===== src/rtl/trct_pkg.sv =====
`default_nettype none

package trct_pkg;

  // One input item as it crosses the input channel.
  typedef struct packed {
    logic        mode;
    logic [31:0] type_id;
    logic [7:0]  version;
    logic [31:0] hash;
  } item_t;

  // One result item as it crosses the output channel.
  typedef struct packed {
    logic [1:0]  status;
    logic        found;
    logic [7:0]  stored_version;
    logic [31:0] stored_hash;
    logic [1:0]  compat;
    logic [4:0]  entry_count;
  } result_t;

  // One registry entry as it is kept in the table memory.
  typedef struct packed {
    logic [31:0] key;
    logic [7:0]  version;
    logic [31:0] hash;
  } entry_t;

  // Sequencer states.
  typedef enum logic [1:0] {
    StIdle,
    StScan,
    StDone
  } state_e;

  // Item modes.
  localparam logic ModeRegister = 1'b0;
  localparam logic ModeCheck    = 1'b1;

  // Status codes.
  localparam logic [1:0] StatusOk       = 2'd0;
  localparam logic [1:0] StatusZeroId   = 2'd1;
  localparam logic [1:0] StatusFull     = 2'd2;
  localparam logic [1:0] StatusNotFound = 2'd3;

  // Compatibility codes.
  localparam logic [1:0] CompatUnknown      = 2'd0;
  localparam logic [1:0] CompatIdentical    = 2'd1;
  localparam logic [1:0] CompatCompatible   = 2'd2;
  localparam logic [1:0] CompatIncompatible = 2'd3;

  // Classifies the caller's version and hash against a stored entry.
  function automatic logic [1:0] classify(input logic [7:0]  caller_ver,
                                          input logic [31:0] caller_hash,
                                          input logic [7:0]  our_ver,
                                          input logic [31:0] our_hash);
    logic any_zero;
    logic ver_eq;
    logic [1:0] res;
    any_zero = (caller_hash == 32'd0) || (our_hash == 32'd0);
    ver_eq   = (caller_ver == our_ver);
    if (!any_zero && (caller_hash == our_hash)) begin
      res = CompatIdentical;
    end else if (any_zero) begin
      res = ver_eq ? CompatIdentical : CompatCompatible;
    end else if (!ver_eq) begin
      res = CompatCompatible;
    end else begin
      res = CompatIncompatible;
    end
    return res;
  endfunction

endpackage

`default_nettype wire


===== src/rtl/trct_ram.sv =====
`default_nettype none

module trct_ram #(
  parameter int unsigned Width = 72,
  parameter int unsigned Depth = 16,
  parameter int unsigned AddrW = (Depth > 1) ? $clog2(Depth) : 1
) (
  input  wire logic             clk_i,
  input  wire logic             we_i,
  input  wire logic [AddrW-1:0] waddr_i,
  input  wire logic [Width-1:0] wdata_i,
  input  wire logic [AddrW-1:0] raddr_i,
  output logic      [Width-1:0] rdata_o
);

  logic [Width-1:0] mem_q [Depth];
  logic [Width-1:0] rdata_q;

  // One write port and one registered read port.
  always_ff @(posedge clk_i) begin
    if (we_i) begin
      mem_q[waddr_i] <= wdata_i;
    end
    rdata_q <= mem_q[raddr_i];
  end

  assign rdata_o = rdata_q;

endmodule

`default_nettype wire


===== src/rtl/type_registry_compat_table_unit.sv =====
`default_nettype none

// An accepted item compares one table slot per cycle until its id is found or all
// occupied slots are seen; a zero id or an empty table ends the scan on its first step.
// The result is then held until the output accepts it. Input is not ready meanwhile,
// so a new item is taken only once the last result has gone out.
// Reset clears the entry count and the sequencer; table contents need no clearing.
module type_registry_compat_table_unit #(
  parameter int unsigned MAX_ENTRIES = 16
) (
  input  wire logic             clk_i,
  input  wire logic             rst_ni,
  input  wire logic             in_valid_i,
  output logic                  in_ready_o,
  input  wire trct_pkg::item_t  in_data_i,
  output logic                  out_valid_o,
  input  wire logic             out_ready_i,
  output trct_pkg::result_t     out_data_o
);

  import trct_pkg::*;

  localparam int unsigned AW = (MAX_ENTRIES > 1) ? $clog2(MAX_ENTRIES) : 1;
  localparam int unsigned CW = $clog2(MAX_ENTRIES + 1);
  localparam int unsigned EW = $bits(entry_t);

  state_e          state_q, state_d;
  item_t           item_q, item_d;
  logic [AW-1:0]   idx_q, idx_d;
  logic [CW-1:0]   occ_q, occ_d;
  result_t         out_q, out_d;

  logic            we;
  logic [AW-1:0]   waddr;
  entry_t          wdata;
  logic [AW-1:0]   raddr;
  entry_t          rdata;
  logic [EW-1:0]   rdata_raw;

  assign rdata = entry_t'(rdata_raw);

  // Table memory holding key, version and hash of every slot.
  trct_ram #(
    .Width (EW),
    .Depth (MAX_ENTRIES),
    .AddrW (AW)
  ) u_table (
    .clk_i   (clk_i),
    .we_i    (we),
    .waddr_i (waddr),
    .wdata_i (EW'(wdata)),
    .raddr_i (raddr),
    .rdata_o (rdata_raw)
  );

  // Control registers.
  always_ff @(posedge clk_i or negedge rst_ni) begin
    if (!rst_ni) begin
      state_q <= StIdle;
      idx_q   <= '0;
      occ_q   <= '0;
    end else begin
      state_q <= state_d;
      idx_q   <= idx_d;
      occ_q   <= occ_d;
    end
  end

  // Payload registers.
  always_ff @(posedge clk_i) begin
    item_q <= item_d;
    out_q  <= out_d;
  end

  // Sequencer: latch the item, scan slots one per cycle, then hold the result.
  always_comb begin
    logic    hit;
    logic    last;
    logic    full;
    result_t res;

    state_d     = state_q;
    item_d      = item_q;
    idx_d       = idx_q;
    occ_d       = occ_q;
    out_d       = out_q;
    we          = 1'b0;
    waddr       = idx_q;
    wdata.key   = item_q.type_id;
    wdata.version = item_q.version;
    wdata.hash  = item_q.hash;
    raddr       = '0;
    in_ready_o  = 1'b0;
    out_valid_o = 1'b0;

    hit  = (occ_q != '0) && (rdata.key == item_q.type_id);
    last = (occ_q == '0) || ((CW'(idx_q) + CW'(1)) == occ_q);
    full = (occ_q == CW'(MAX_ENTRIES));
    res  = '0;

    unique case (state_q)
      StIdle: begin
        in_ready_o = 1'b1;
        if (in_valid_i) begin
          item_d  = in_data_i;
          idx_d   = '0;
          raddr   = '0;
          state_d = StScan;
        end
      end

      StScan: begin
        priority if (item_q.type_id == 32'd0) begin
          res.status = StatusZeroId;
          state_d    = StDone;
        end else if (hit) begin
          // The slot at idx_q holds this id.
          if (item_q.mode == ModeRegister) begin
            we    = 1'b1;
            waddr = idx_q;
            res.status = StatusOk;
          end else begin
            res.status         = StatusOk;
            res.found          = 1'b1;
            res.stored_version = rdata.version;
            res.stored_hash    = rdata.hash;
            res.compat         = classify(item_q.version, item_q.hash,
                                          rdata.version, rdata.hash);
          end
          state_d = StDone;
        end else if (last) begin
          // No occupied slot holds this id.
          if (item_q.mode == ModeRegister) begin
            if (full) begin
              res.status = StatusFull;
            end else begin
              we    = 1'b1;
              waddr = occ_q[AW-1:0];
              occ_d = occ_q + CW'(1);
              res.status = StatusOk;
            end
          end else begin
            res.status = StatusNotFound;
          end
          state_d = StDone;
        end else begin
          idx_d = idx_q + AW'(1);
          raddr = idx_q + AW'(1);
        end
        if (state_d == StDone) begin
          res.entry_count = 5'(occ_d);
          out_d = res;
        end
      end

      StDone: begin
        out_valid_o = 1'b1;
        if (out_ready_i) begin
          state_d = StIdle;
        end
      end

      default: begin
        state_d = StIdle;
      end
    endcase
  end

  assign out_data_o = out_q;

endmodule

`default_nettype wire


===== config.mk =====
export PLATFORM = sky130hd
export DESIGN_NAME = type_registry_compat_table_unit
export DESIGN_NICKNAME = d
export VERILOG_FILES = /design/src/rtl/trct_pkg.sv /design/src/rtl/trct_ram.sv /design/src/rtl/type_registry_compat_table_unit.sv
export SDC_FILE = /design/constraint.sdc
export NUM_CORES = 2
export LEC_CHECK = 0
export BUFFER_PORTS_ARGS = -buffer_cell sky130_fd_sc_hd__buf_2
export CORE_UTILIZATION = 55
export CTS_BUF_LIST = sky130_fd_sc_hd__clkbuf_8
export CTS_CLUSTER_DIAMETER = 100
export DETAILED_ROUTE_END_ITERATION = 10
export PLACE_DENSITY = 0.74
export SLEW_MARGIN = 10
export SYNTH_ARGS = -nofsm -noshare
export SYNTH_HDL_FRONTEND = slang
export SYNTH_SLANG_ARGS = --single-unit

===== constraint.sdc =====
create_clock -name clk_i -period 6.3 [get_ports clk_i]
set_input_delay 1.26 -clock clk_i [delete_from_list [all_inputs] [get_ports clk_i]]
set_output_delay 1.26 -clock clk_i [all_outputs]
set_load 0.05 [all_outputs]

==> results.env <==
TRITONCTS_NUM_SINKS=1358
YOSYS-MUX-AREA-FRACTION_PCT=5.73
ASYNCSETRESETFLOPFRACSYNTH_PCT=0.810
SYNTH.YOSYS.WARNINGS=0
CTS.REPAIR_TIMING.SETUP_BUFFER_COUNT=0
WORSTMARGINPINSLEW_NS=1.24
FIRSTDRTPASSITERS=6
CTS-HOLD-FIX-BUFFERS=0
CTSROOTBUFFERMASTER='sky130_fd_sc_hd__clkbuf_8'
HOLD_PATH.CLASS='input pin to asynchronous set/reset pin'
CRITICAL_PATH_CLASS='flop to flop'
TOTAL_POWER_mW=25.3
DRT-TOTAL-WL_UM=126000
TIMING.CRITICAL_PATH.FANOUT_MAX=80
AREA_OF_THE_CORE_UM2=93900
WORST_CLOCK_SKEW_NS=0.0557
CRIT_PATH_CELL_TRACE='buf_4 -> xnor2_1 -> a2111oi_4 -> nor2_1 -> nor4_2 -> a31oi_1 -> nor2_4 -> buf_4'
POST_SYNTHESIS_SHARE_OF_CELL_AREA_SPENT_ON_AND_OR_NAND_AND_NOR_GATES_PCT=5.36
AREA_GROWTH_PCT=12.1
DP_HPWL_UM=67200
CRIT_PATH_END_KIND='flop'
SYNTHESIZED_NET_COUNT=3287
FIRST_GLOBAL_VIAS=29400
MIN_PERIOD_OVER_PERIOD_PCT=82.7
TIMING.MAX_SLEW.REL_SLACK_PCT=17.2
SITE_ROWS=112
SYNTH-EDFF-COUNT=1275
YOSYSUNIQUECELLTYPES=60
YOSYS_REGISTER_BITS=1358
WHS_NS=0.266
SYNTH.YOSYS.SEQ_AREA_SHARE_PCT=76.2
CTS_RESIZED=0
GRT_FIRST_PASS_WIRELENGTH_UM=186000
IO_BUFFER_COUNT=128
WORSTREGTOREGCELLS=8
DIE_HEIGHT_UM=311
ARRIVAL_NS=5.75
PATH_COMMON_CELL='sky130_fd_sc_hd__buf_4'
POWER.LEAKAGE_nW=20.5
ROUTE.DETAILED.WL_PER_INST_UM=25.7
TIMING.FINAL.SETUP_VIOLATIONS=0
GLOBALROUTEOVERFLOWTOTAL=0
TIMING.CRITICAL_PATH.MAX_DELAY_FAMILY='simple AND/OR/NAND/NOR gates'
SYNTHADDERAREAFRAC_PCT=0.0715
FINAL_ANTENNA_NET_COUNT=0
CP_DATA_REQUIRED_TIME_NS=6.84
LAYOUT.CELLS.MOST_COMMON='sky130_fd_sc_hd__edfxtp_1'
COMPOUND_GATE_FRACTION_OF_SYNTH_AREA_PCT=8.89
ROUTE.DETAILED.VIAS_PER_INST=6.09
OUTCOME='finished clean'
CTS.PATH.MAX_BUFFERS=3
REGISTER_AREA_UM2=40000
SYNTHESIS.INSTANCES=3207
CPPEAKSTAGEDELAY_NS=0.93
YS_DOMINANT_REG_CELL='sky130_fd_sc_hd__edfxtp_1'
FINAL_CELL_MIX='1,275 x sky130_fd_sc_hd__edfxtp_1, 368 x sky130_fd_sc_hd__nand2_1, 227 x sky130_fd_sc_hd__clkbuf_8'
DIE-AREA_UM2=96700
INITIAL_CORE_UTIL_PCT=55.9
DIEWIDTH_UM=311
DRC_ERRORS=0
COMBINATIONAL_FAMILY_WITH_THE_MOST_AREA_AFTER_SYNTHESIS='compound AO/OA/AOI/OAI gates'
PERIOD_MINUS_WS_FINAL_NS=5.21
TOTAL_COUNT_OF_HOLD_CHECK_FAILURES_IN_THE_FINAL_REPORT=0
GP_CONGESTION=0.859
POWER_DENSITY_nW_PER_UM2=430
CTS_MADE_BUFFERS=206
CRITPATHLAUNCHTYPE='flop'
CTS.CLK_SLEW.WORST_PATHS_NS=0.06
DRT-INITIAL-DRC-COUNT=3264
PIN_COUNT_OF_THE_BIGGEST_NET_ENTERING_GLOBAL_ROUTING=167
REPORT.FINAL.SLEW_VIOL_COUNT=0
IRDROPWORSTVDD_mV=0.505
MULTI_INPUT_AREA_UM2=11500
SYNTH.CELL_AREA_UM2=52500
NUMBER_OF_ANTENNA_VIOLATIONS_AT_THE_FIRST_CHECK_IN_GLOBAL_ROUTING=6
HTREE_NUM_LEVELS=4
TRACK_USAGE_PCT=25.8
SETUP_REPAIR_AFTER_GLOBAL_ROUTING_MISSED_ITS_MARGIN='no'
SYN_AVG_CELL_AREA_UM2=16.4
LIBRARY_CELL_CONTRIBUTING_THE_LARGEST_SINGLE_DELAY_ON_THE_CRITICAL_PATH='sky130_fd_sc_hd__nor4_2'
SYNTH-XOR-AREA-SHARE_PCT=1.38
LAYOUT-DRIVE-GT1-SHARE_PCT=18.4
WORSTSKEWPAIRLATENCY_NS=0.88
TIMING.CRITICAL_PATH.DEPTH=8
DETAILROUTE.VIA_COUNT=29700
NNETSFINAL=3517
WORSTPATHBUFFERINVERTERCOUNT=2
IOS=129
CLOCK.FMAX_MHz=192
SETUP_TNS_NS=0
FILLER_CELL_COUNT=6645
TRITONCTS_CLOCK_TREE='built'
MAX_CAPACITANCE_VIOLATION_TOTAL=0
-- flip-flops by register name, indices dropped and copies added (netlist names) --
register / cells
u_table.mem_q: 1152
item_q: 73
u_table.rdata_o: 72
out_data_o: 50
occ_q: 5
idx_q: 4
state_q: 2
-- per-stage QoR --
stage	instance area, um^2	utilization [%]	worst slack, ns	cells
4_1_cts	58800	62.7	1.18	4874
6_report	58900	62.7	1.09	4876
3_5_place_dp	54900	58.4	1.22	4483
3_3_place_gp	54900	58.4	1.41	4483
5_1_grt	58800	62.7	0.826	4875
2_1_floorplan	52500	-	0.239	3207
-- cell families after synthesis --
kind of cell / count (synthesis)
multiplexers: 291
buffers and inverters: 271
flip-flops: 1358
adder cells (fa/ha/maj): 3
AND/OR/NAND/NOR: 603
AO/OA/AOI/OAI: 600
XOR/XNOR: 81
-- layer usage --
metal | vias to the layer above | wire length (um) | GRT usage (%)
li1 | 12900 | - | -
met1 | 15000 | 51800 | 36.5
met2 | 1492 | 59100 | 40.4
met3 | 222 | 11400 | 5.33
met4 | 4 | 3060 | 8.52
met5 | - | 23 | 0
-- report_power, final --
| part | internal [mW] | switching, mW | leakage [nW] |
|---|---|---|---|
| clock network | 3.50 | 3.37 | 2.33 |
| registers | 10.8 | 0.695 | 12.2 |
| logic | 2.42 | 4.48 | 5.97 |
-- area by class of cell --
class | count | share of cell area, %
Inverter | 81 | 0.525
Tap cell | 1254 | 2.67
Clock buffer | 227 | 5.31
Sequential cell | 1358 | 68.0
Clock inverter | 164 | 1.46
Antenna cell | 2 | 0.00850
Multi-Input combinational cell | 1578 | 19.5
Timing Repair Buffer | 212 | 2.56
-- cells in the mapped netlist, drive strengths merged, types with 2 or more instances --
master	instances	area share [%]
a22oi	71	1.0
nand4	15	0.18
or3	2	0.024
a21o	2	0.029
and2	2	0.024
nor2b	3	0.036
dfrtp	11	0.52
xnor2	29	0.48
a211oi	71	1.7
nor3b	4	0.057
a32oi	5	0.083
a21oi	148	1.4
o31a	2	0.033
edfxtp	1275	73
inv	81	0.58
buf	73	0.91
o21ai	76	0.72
clkbuf	117	0.85
and4	2	0.033
nor2	32	0.23
or2	71	0.85
mux2	75	1.6
o211ai	71	1.0
dfxtp	72	2.7
a32o	142	2.7
nor4	40	0.50
a31oi	2	0.024
nand2	368	2.6
nand3	7	0.067
ha	3	0.072
xor2	51	0.85
o22ai	2	0.024
and3	44	0.52
nor3	7	0.088
o21a	2	0.029
mux2i	216	4.1
or4	2	0.036
-- worst paths after layout --
path / from / to / slack, ns
min in group clk_i: in_data_i[72] / item_q[72] / 0.56
max in group asynchronous: rst_ni / idx_q[0] / 5.77
min: rst_ni / state_q[1] / 0.27
max: idx_q[0] / u_table.mem_q[3][50] / 1.09
min reg2reg: state_q[0] / state_q[1] / 0.63
max reg2reg: idx_q[0] / u_table.mem_q[3][50] / 1.09
No activity file was read; power rests on OpenSTA's default activity.
